`config.mk`:
```
export PLATFORM = sky130hd
export DESIGN_NAME = i2c_register_master
export DESIGN_NICKNAME = d
export VERILOG_FILES = /design/src/i2crm_pkg.sv /design/src/i2crm_core.sv /design/src/i2c_register_master.sv
export SDC_FILE = /design/constraint.sdc
export NUM_CORES = 1
export LEC_CHECK = 0
export BUFFER_PORTS_ARGS = -buffer_cell sky130_fd_sc_hd__clkbuf_2
export CORE_MARGIN = 2
export CORE_UTILIZATION = 46
export DETAILED_ROUTE_END_ITERATION = 10
export MAX_ROUTING_LAYER = met4
export PLACE_DENSITY = 0.63
export SYNTH_ARGS = -nofsm -noshare
export SYNTH_HDL_FRONTEND = slang
export SYNTH_SLANG_ARGS = --single-unit
```
`constraint.sdc`:
```
create_clock -name clock -period 3.3 [get_ports clock]
set_input_delay 0.33 -clock clock [delete_from_list [all_inputs] [get_ports clock]]
set_output_delay 0.33 -clock clock [all_outputs]
set_load 0.1 [all_outputs]
```
`src/i2crm_pkg.sv`:
```
package i2crm_pkg;

   // Request codes carried in the mode field.
   localparam logic [1:0] MODE_TICK  = 2'd0;
   localparam logic [1:0] MODE_READ  = 2'd1;
   localparam logic [1:0] MODE_WRITE = 2'd2;

   // Configuration register indexes.
   localparam logic CSR_TICKS_PER_US = 1'b0;
   localparam logic CSR_ACK_TIMEOUT  = 1'b1;

   // Configuration register reset values.
   localparam logic [7:0] TICKS_PER_US_RESET = 8'd1;
   localparam logic [7:0] ACK_TIMEOUT_RESET  = 8'd250;

   // The device address is sent with this bit set in the read phase.
   localparam logic [7:0] READ_BIT = 8'h01;

   // One input item.
   typedef struct packed {
      logic [1:0] mode;
      logic [7:0] dev_addr;
      logic [7:0] reg_addr;
      logic [7:0] wr_data;
      logic       sda_in;
   } req_type;

   // One result item.
   typedef struct packed {
      logic       scl;
      logic       sda_out;
      logic       sda_oe;
      logic       busy_res;
      logic       done_res;
      logic [7:0] rd_data;
      logic       ack_error;
   } rsp_type;

endpackage

```
`src/i2crm_core.sv`:
```
module i2crm_core (
   input  logic                clock,
   input  logic                reset,
   input  logic                step,
   input  i2crm_pkg::req_type  req,
   input  logic [7:0]          ticks_per_us,
   input  logic [7:0]          ack_timeout,
   output i2crm_pkg::rsp_type  rsp
);

   typedef enum logic [3:0] {
      PH_IDLE, PH_START_A, PH_START_B, PH_TX_LOW, PH_TX_HIGH, PH_TX_TAIL,
      PH_ACK_SETUP, PH_ACK_RISE, PH_ACK_POLL, PH_RX_LOW, PH_RX_HIGH,
      PH_NACK_LOW, PH_NACK_HIGH, PH_STOP_LOW, PH_STOP_HIGH
   } phase_type;

   typedef enum logic [2:0] {
      ST_DEV_W, ST_REG, ST_DATA, ST_DEV_R, ST_READ
   } stage_type;

   phase_type  phase_ff, phase_in;
   stage_type  stage_ff, stage_in;
   logic [3:0] bit_count_ff, bit_count_in;
   logic [9:0] delay_ff, delay_in;
   logic [7:0] shift_ff, shift_in;
   logic [7:0] wait_ff, wait_in;
   logic [7:0] saved_dev_ff, saved_dev_in;
   logic [7:0] saved_reg_ff, saved_reg_in;
   logic [7:0] saved_data_ff, saved_data_in;
   logic       is_read_ff, is_read_in;
   logic [7:0] read_result_ff, read_result_in;
   logic       error_ff, error_in;

   logic [7:0] tick_unit;
   logic [9:0] delay_1, delay_2, delay_4;
   logic [3:0] bit_count_inc;
   logic       done;
   logic       scl, sda, oe;
   logic       command;

   // A zero tick count behaves as one; delays of one, two and four units are shifts.
   assign tick_unit     = (ticks_per_us == 8'd0) ? 8'd1 : ticks_per_us;
   assign delay_1       = {2'b00, tick_unit};
   assign delay_2       = {1'b0, tick_unit, 1'b0};
   assign delay_4       = {tick_unit, 2'b00};
   assign bit_count_inc = bit_count_ff + 4'd1;
   assign command       = (req.mode == i2crm_pkg::MODE_READ) ||
                          (req.mode == i2crm_pkg::MODE_WRITE);

   // Line levels follow the phase held before this item.
   always_comb begin
      scl = 1'b1;
      sda = 1'b1;
      oe  = 1'b1;
      case (phase_ff)
         PH_START_B:   sda = 1'b0;
         PH_TX_LOW:    begin scl = 1'b0; sda = shift_ff[7]; end
         PH_TX_HIGH:   sda = shift_ff[7];
         PH_TX_TAIL:   begin scl = 1'b0; sda = shift_ff[7]; end
         PH_ACK_SETUP: begin scl = 1'b0; oe = 1'b0; end
         PH_ACK_RISE:  oe = 1'b0;
         PH_ACK_POLL:  oe = 1'b0;
         PH_RX_HIGH:   oe = 1'b0;
         PH_RX_LOW:    begin scl = 1'b0; oe = 1'b0; end
         PH_NACK_LOW:  scl = 1'b0;
         PH_STOP_LOW:  begin scl = 1'b0; sda = 1'b0; end
         default:      ;
      endcase
   end

   // Next state for one item.
   always_comb begin
      phase_in       = phase_ff;
      stage_in       = stage_ff;
      bit_count_in   = bit_count_ff;
      delay_in       = delay_ff;
      shift_in       = shift_ff;
      wait_in        = wait_ff;
      saved_dev_in   = saved_dev_ff;
      saved_reg_in   = saved_reg_ff;
      saved_data_in  = saved_data_ff;
      is_read_in     = is_read_ff;
      read_result_in = read_result_ff;
      error_in       = error_ff;
      done           = 1'b0;

      if (phase_ff == PH_IDLE) begin
         // A command in idle latches its operands and opens the start condition.
         if (command) begin
            saved_dev_in  = req.dev_addr;
            saved_reg_in  = req.reg_addr;
            saved_data_in = req.wr_data;
            is_read_in    = (req.mode == i2crm_pkg::MODE_READ);
            error_in      = 1'b0;
            stage_in      = ST_DEV_W;
            shift_in      = req.dev_addr;
            bit_count_in  = 4'd0;
            wait_in       = 8'd0;
            phase_in      = PH_START_A;
            delay_in      = delay_4;
         end
      end else if (phase_ff == PH_ACK_POLL) begin
         // Wait for the target to pull the data line low.
         if (!req.sda_in) begin
            case (stage_ff)
               ST_DEV_W: begin
                  stage_in     = ST_REG;
                  shift_in     = saved_reg_ff;
                  bit_count_in = 4'd0;
                  phase_in     = PH_TX_LOW;
                  delay_in     = delay_2;
               end
               ST_REG: begin
                  bit_count_in = 4'd0;
                  if (is_read_ff) begin
                     stage_in = ST_DEV_R;
                     shift_in = saved_dev_ff | i2crm_pkg::READ_BIT;
                     phase_in = PH_START_A;
                     delay_in = delay_4;
                  end else begin
                     stage_in = ST_DATA;
                     shift_in = saved_data_ff;
                     phase_in = PH_TX_LOW;
                     delay_in = delay_2;
                  end
               end
               ST_DEV_R: begin
                  stage_in     = ST_READ;
                  shift_in     = 8'd0;
                  bit_count_in = 4'd0;
                  phase_in     = PH_RX_LOW;
                  delay_in     = delay_2;
               end
               default: begin
                  phase_in = PH_STOP_LOW;
                  delay_in = delay_4;
               end
            endcase
         end else if (wait_ff >= ack_timeout) begin
            error_in = 1'b1;
            phase_in = PH_STOP_LOW;
            delay_in = delay_4;
         end else begin
            wait_in = wait_ff + 8'd1;
         end
      end else if (delay_ff > 10'd1) begin
         delay_in = delay_ff - 10'd1;
      end else begin
         case (phase_ff)
            PH_START_A: begin
               phase_in = PH_START_B;
               delay_in = delay_4;
            end
            PH_START_B: begin
               bit_count_in = 4'd0;
               phase_in     = PH_TX_LOW;
               delay_in     = delay_2;
            end
            PH_TX_LOW: begin
               phase_in = PH_TX_HIGH;
               delay_in = delay_2;
            end
            PH_TX_HIGH: begin
               phase_in = PH_TX_TAIL;
               delay_in = delay_2;
            end
            PH_TX_TAIL: begin
               shift_in     = {shift_ff[6:0], 1'b0};
               bit_count_in = bit_count_inc;
               if (bit_count_inc >= 4'd8) begin
                  wait_in  = 8'd0;
                  phase_in = PH_ACK_SETUP;
                  delay_in = delay_1;
               end else begin
                  phase_in = PH_TX_LOW;
                  delay_in = delay_2;
               end
            end
            PH_ACK_SETUP: begin
               phase_in = PH_ACK_RISE;
               delay_in = delay_1;
            end
            PH_ACK_RISE: begin
               phase_in = PH_ACK_POLL;
               delay_in = 10'd0;
            end
            PH_RX_LOW: begin
               phase_in = PH_RX_HIGH;
               delay_in = delay_1;
            end
            PH_RX_HIGH: begin
               // Sample on the last tick of the clock-high interval.
               shift_in     = {shift_ff[6:0], req.sda_in};
               bit_count_in = bit_count_inc;
               if (bit_count_inc >= 4'd8) begin
                  read_result_in = {shift_ff[6:0], req.sda_in};
                  phase_in       = PH_NACK_LOW;
                  delay_in       = delay_2;
               end else begin
                  phase_in = PH_RX_LOW;
                  delay_in = delay_2;
               end
            end
            PH_NACK_LOW: begin
               phase_in = PH_NACK_HIGH;
               delay_in = delay_2;
            end
            PH_NACK_HIGH: begin
               phase_in = PH_STOP_LOW;
               delay_in = delay_4;
            end
            PH_STOP_LOW: begin
               phase_in = PH_STOP_HIGH;
               delay_in = delay_4;
            end
            PH_STOP_HIGH: begin
               phase_in = PH_IDLE;
               delay_in = 10'd0;
               done     = 1'b1;
            end
            default: begin
               phase_in = PH_IDLE;
               delay_in = 10'd0;
            end
         endcase
      end
   end

   // Result fields for this item.
   always_comb begin
      rsp.scl       = scl;
      rsp.sda_out   = sda;
      rsp.sda_oe    = oe;
      rsp.busy_res  = (phase_in != PH_IDLE);
      rsp.done_res  = done;
      rsp.rd_data   = read_result_in;
      rsp.ack_error = error_in;
   end

   // Bus state, advanced once per accepted item.
   always_ff @(posedge clock) begin
      if (reset) begin
         phase_ff       <= PH_IDLE;
         stage_ff       <= ST_DEV_W;
         bit_count_ff   <= 4'd0;
         delay_ff       <= 10'd0;
         shift_ff       <= 8'd0;
         wait_ff        <= 8'd0;
         saved_dev_ff   <= 8'd0;
         saved_reg_ff   <= 8'd0;
         saved_data_ff  <= 8'd0;
         is_read_ff     <= 1'b0;
         read_result_ff <= 8'd0;
         error_ff       <= 1'b0;
      end else if (step) begin
         phase_ff       <= phase_in;
         stage_ff       <= stage_in;
         bit_count_ff   <= bit_count_in;
         delay_ff       <= delay_in;
         shift_ff       <= shift_in;
         wait_ff        <= wait_in;
         saved_dev_ff   <= saved_dev_in;
         saved_reg_ff   <= saved_reg_in;
         saved_data_ff  <= saved_data_in;
         is_read_ff     <= is_read_in;
         read_result_ff <= read_result_in;
         error_ff       <= error_in;
      end
   end

endmodule

```
`src/i2c_register_master.sv`:
```
// Bit-level I2C master for single-register reads and writes.
// Each transfer on the req_ channel is one item: a tick that moves the bus
// waveform on by one step and samples the data line, or a command that opens a
// register read or write while the master is idle (a command while busy counts
// as a tick). Each item produces exactly one transfer on the rsp_ channel with
// the line levels for that step, busy and done flags, the last byte read and
// the acknowledge error flag.
// The result of an item is registered: it is in the output register from the
// clock edge at which the item is accepted. Throughput is one item per cycle while
// the receiver takes results, set by the single bus state register and the output
// register. When the receiver stalls, the held result stays in place and one further
// item is taken only in the cycle in which that result is taken.
// Reset leaves the bus idle, the output register empty, ticks_per_us at one and
// ack_timeout at 250. Configuration is written over csr_ with no wait; the user must
// write it only while no item is in flight, as the block itself does not enforce this.
module i2c_register_master (
   input  logic                clock,
   input  logic                reset,
   input  logic                req_valid,
   output logic                req_ready,
   input  i2crm_pkg::req_type  req_data,
   output logic                rsp_valid,
   input  logic                rsp_ready,
   output i2crm_pkg::rsp_type  rsp_data,
   input  logic                csr_we,
   input  logic                csr_index,
   input  logic [7:0]          csr_wdata
);

   logic [7:0]         ticks_per_us_ff;
   logic [7:0]         ack_timeout_ff;
   logic               rsp_valid_ff;
   i2crm_pkg::rsp_type rsp_ff;
   i2crm_pkg::rsp_type rsp_in;
   logic               step;

   // A new item is taken whenever the output register is empty or being drained.
   assign req_ready = !rsp_valid_ff || rsp_ready;
   assign step      = req_valid && req_ready;
   assign rsp_valid = rsp_valid_ff;
   assign rsp_data  = rsp_ff;

   // Configuration registers.
   always_ff @(posedge clock) begin
      if (reset) begin
         ticks_per_us_ff <= i2crm_pkg::TICKS_PER_US_RESET;
         ack_timeout_ff  <= i2crm_pkg::ACK_TIMEOUT_RESET;
      end else if (csr_we) begin
         case (csr_index)
            i2crm_pkg::CSR_TICKS_PER_US: ticks_per_us_ff <= csr_wdata;
            i2crm_pkg::CSR_ACK_TIMEOUT:  ack_timeout_ff  <= csr_wdata;
            default:                     ;
         endcase
      end
   end

   i2crm_core u_core (
      .clock        (clock),
      .reset        (reset),
      .step         (step),
      .req          (req_data),
      .ticks_per_us (ticks_per_us_ff),
      .ack_timeout  (ack_timeout_ff),
      .rsp          (rsp_in)
   );

   // Output register.
   always_ff @(posedge clock) begin
      if (reset) begin
         rsp_valid_ff <= 1'b0;
      end else if (step) begin
         rsp_valid_ff <= 1'b1;
      end else if (rsp_ready) begin
         rsp_valid_ff <= 1'b0;
      end
   end

   always_ff @(posedge clock) begin
      if (step) begin
         rsp_ff <= rsp_in;
      end
   end

endmodule

```
==> results by stage <==
Worst hold path:
- The count of cells along the worst hold path is 3.
- The worst min-delay path class is in -> reg.

Power:
- In this run switching power makes up 33.0% of total power.
- The clock network fraction of design power is 32.6%.
- In this run the static leakage power is 2.33 nW.
- The maximum ir drop on the vdd rail is 0.304 mV.
- For this design the total switching power over the nets is 0.00108 W.
- The power density over the cells is 533 mW/mm^2.
- In this run, flip-flops and latches consume 42.5% of the power.
- In this run, the combinational gates consume 24.9% of the power.
- The total internal power is 0.00220 W.

Critical path:
- In this run the worst path has a maximum fanout of 16.
- The worst path required time is 3550 ps.
- The number of buffers and inverters on the critical path is 0.
- The critical path goes through or4_1 -> or3_4 -> a21o_4 -> a211oi_4 -> nor2_1 -> a211oi_1.
- The worst setup path is launched from a register.
- STA classifies the critical path endpoint as a register.
- The number of cells on the worst reg-to-reg path is 6.
- The worst setup path is of the reg -> reg kind.
- The data arrival time of the worst path is 3120 ps.
- In this run the number of cells on the critical path is 6.
- The peak per-stage delay on the critical path is 670 ps.
- In this design, the largest share of critical-path delay is due to simple AND/OR/NAND/NOR gates.
- On the critical path, the stage with the largest delay is an instance of sky130_fd_sc_hd__or4_1.

Floorplan:
- Once the floorplan was initialized, standard cells occupied 47.4% of the core.
- Row generation in the floorplan step produced 39 rows.
- The height of the die is 113 um.
- 57 I/O pins were placed.
- The placeable core region is 0.0115 sq mm.
- The area of the die is 0.0127 sq mm.
- The die is 113 um wide.

STA:
- Setup violations remaining at the end of the flow were counted as 0.
- The worst relative slew slack is 43.7%.
- The final count of pins violating max slew came to 0.
- Setup repair after global routing left no endpoint under its margin.
- The time the final worst path needs with I/O delays and setup is 2870 ps.
- Timing would allow up to 349 MHz.
- After routing, the total negative slack on setup checks comes to 0 ps.
- The final critical-path setup slack is 434 ps.
- The hold violation total from the final report is 0.
- Clock skew on the completed layout was measured at 11.9 ps.
- The transition time at the pin with the least slew margin is 843 ps.
- After layout, the worst path uses 86.9% of the clock period.

Yosys:
- Synthesis inferred 101 register bits.
- In this run, synthesis inferred 14 flip-flops with an integrated enable.
- The synthesized netlist devotes 24.6% of its cell area to compound gates.
- For this run, the number of Yosys warnings is 0.
- The average instance in the mapped netlist occupies 8.00 sq um.
- The total nets after synthesis is 733.
- The share of the synthesized area in the top cell type is 32.0%.
- The async set-or-reset flop fraction in the synthesized netlist is 0%.
- The post-synthesis share of cell area spent on full adders, half adders and majority gates is 2.99%.
- The portion of netlist area occupied by mux cells is 2.62%.
- The post-synth design cell area is 0.00544 sq mm.
- The post-synthesis share of cell area spent on and, or, nand and nor gates is 23.8%.
- The number of unique standard cell types used by synthesis is 68.
- For this run, the leading register cell type out of synthesis is sky130_fd_sc_hd__dfxtp_1.
- The dominant combinational cell family by area after synthesis is compound AO/OA/AOI/OAI gates.
- Of the total synthesized cell area, the portion taken by XOR and XNOR cells is 1.61%.
- The cell accounting for the most synthesized area is sky130_fd_sc_hd__dfxtp_1.
- Ranked by total cell area, the synthesized netlist is headed by sky130_fd_sc_hd__dfxtp_1 (32%), sky130_fd_sc_hd__nand2_1 (8.0%), sky130_fd_sc_hd__edfxtp_1 (7.7%).
- After technology mapping, the gate count stands at 679.
- Of the synthesized area, sequential elements account for 39.8%.

GRT:
- The first-pass GRT wire length is 23300 um.
- Global routing used 33.2% of the available met1 tracks.
- Global routing used 3.11% of the available met3 tracks.
- The total overflow left after global routing is 0.
- The most used routing layer is met2.
- Global routing used 33.8% of the available met2 tracks.
- The via count of the first global-routing pass came to 4667.
- The largest net degree at the start of global routing is 74.
- The aggregate global-route resource usage is 23.2%.
- The initial antenna violation count came to 0.

Place:
- The number of I/O port buffers is 56.
- Summing all placed instances gives a cell area of 0.00586 sq mm.
- The worst setup slack after placement is 457 ps.
- Summed over all nets, the half-perimeter wirelength after detailed placement is 9980 um.
- The congestion estimate from routability-driven global placement came to 0.916.

Clock tree:
- The maximum buffer depth of the clock tree is 2.
- The clock transition at the registers of the reported paths is 70 ps.
- For the worst-skew pair, the clock arrives at the later sink with an insertion delay of 350 ps.
- TritonCTS created 9 clock buffers.
- The root buffer cell chosen for the clock tree is sky130_fd_sc_hd__clkbuf_16.
- For this design, the sink count on the clock tree is 101.
- The H-tree was split into 3 levels.
- The number of buffers added to fix hold violations after cts is 0.
- The count of cells resized by post-cts repair is 0.
- In this run the post-CTS setup repair buffer count came out at 0.
- The TritonCTS clock tree is done.

Cells and area:
- The fraction of layout instances using a drive strength above 1 is 15.8%.
- The share of the core filled with cells in the final layout is 53.6%.
- The number of antenna cells inserted is 0.
- The final-stage net count is 771.
- The final standard cell area without fillers is 0.00615 sq mm.
- The growth of design area from synthesis to finish is 13.2%.
- In the layout the commonest cells are sky130_fd_sc_hd__nand2_1 (116), sky130_fd_sc_hd__dfxtp_1 (87), sky130_fd_sc_hd__a21oi_1 (83).
- The library cell used most frequently in the layout, excluding fill and tap cells, is sky130_fd_sc_hd__nand2_1.

Detailed routing:
- Using the TritonRoute via totals, the vias-per-cell ratio works out to 5.90.
- In this run the remaining antenna-violating nets after routing total 0.
- Wires add up to 14200 um.
- The routed via count is 5102.
- The number of DRC markers in iteration 0 is 444.
- The first detailed-routing pass took 5 iterations.
- The average wire per cell in the routed design is 16.4 um.
- The detailed-route DRC error count is 0.

Run:
- Across the run, the number of max-cap violations was 0.

Outcome:
- The run finished with clean final reports.
[cell usage after synthesis (all sizes together), types with 2 or more instances]
cell type / instances
buf: 5
ha: 13
o21bai: 2
a211o: 4
a211oi: 23
and3: 3
a222oi: 4
a22oi: 8
or4b: 2
xor2: 3
nor4b: 2
nor3: 21
a21oi: 83
dfxtp: 87
mux2: 10
nand3: 25
nor4bb: 2
o21ai: 22
o31ai: 5
inv: 20
a221o: 3
or4: 4
a221oi: 3
a311oi: 5
nand3b: 3
clkbuf: 40
nand2: 116
mux2i: 3
nand2b: 17
o211ai: 6
xnor2: 7
edfxtp: 14
a2111oi: 6
nor2b: 4
nor4: 4
nand4: 5
or3: 7
a21o: 5
a31oi: 11
nor2: 55
a32o: 2
[cell type report]
cell class	count	area (sq um)
multi-input combinational	513	3040
sequential	101	2160
fill	1066	5320
inverter	20	75.1
tap	143	179
clock inverter	5	60.1
timing repair buffer	72	400
clock buffer	11	233
[power by group through the flow]
stage,combinational [W],sequential (W),clock (W)
2_1_floorplan,0.000545,0.00148,0
3_3_place_gp,0.000794,0.00142,0
3_5_place_dp,0.000802,0.00142,0
4_1_cts,0.000807,0.00139,0.00109
5_1_grt,0.000900,0.00140,0.00112
6_report,0.000815,0.00139,0.00107
[registers in the layout, indices dropped and copies added (netlist names)]
| name | flops |
|---|---|
| rsp_data | 14 |
| u_core.delay_ff | 10 |
| ack_timeout_ff | 8 |
| ticks_per_us_ff | 8 |
| u_core.read_result_ff | 8 |
| u_core.saved_data_ff | 8 |
| u_core.saved_reg_ff | 8 |
| u_core.shift_ff | 8 |
| u_core.wait_ff | 8 |
| u_core.saved_dev_ff | 7 |
| u_core.bit_count_ff | 4 |
| u_core.phase_ff | 4 |
| u_core.stage_ff | 3 |
| rsp_valid | 1 |
| u_core.error_ff | 1 |
| u_core.is_read_ff | 1 |
[cell families after synthesis]
family / Yosys count
mux: 13
compound gates: 202
simple gates: 275
buf+inv: 65
flops: 101
fa+ha+maj: 13
xor+xnor: 10
[worst paths after layout]
path / startpoint / to / slack [ps]
worst max-delay path: u_core.delay_ff[4]$_SDFFE_PP0P_ / u_core.shift_ff[4]$_SDFFE_PP0P_ / 430
worst min-delay path: req_data[6] / u_core.saved_data_ff[5]$_SDFFE_PP0P_ / 190
worst min register to register: u_core.read_result_ff[3]$_SDFFE_PP0P_ / u_core.read_result_ff[3]$_SDFFE_PP0P_ / 450
worst max register to register: u_core.delay_ff[4]$_SDFFE_PP0P_ / u_core.shift_ff[4]$_SDFFE_PP0P_ / 430
[worst register-to-register path, cell delays in order, from the launching register on]
cell,delay (ps)
sky130_fd_sc_hd__dfxtp_1,360
sky130_fd_sc_hd__or4_1,670
sky130_fd_sc_hd__or3_4,540
sky130_fd_sc_hd__a21o_4,280
sky130_fd_sc_hd__a211oi_4,560
sky130_fd_sc_hd__nor2_1,90
sky130_fd_sc_hd__a211oi_1,260
[layer usage]
metal,up-vias,wire [um]
li1,2556,-
met1,2389,7090
met2,145,6170
met3,12,743
met4,0,164
met5,-,0
[metrics by stage]
stage / hold WS, ps / cells / power, W
final: 190 / 865 / 0.00328
after global routing: 195 / 865 / 0.00343
after CTS: 180 / 865 / 0.00328
after detailed placement: 444 / 849 / 0.00222
after global placement: 434 / 849 / 0.00221
after floorplan: 428 / 679 / 0.00202
(Power assumes the default switching activity.)
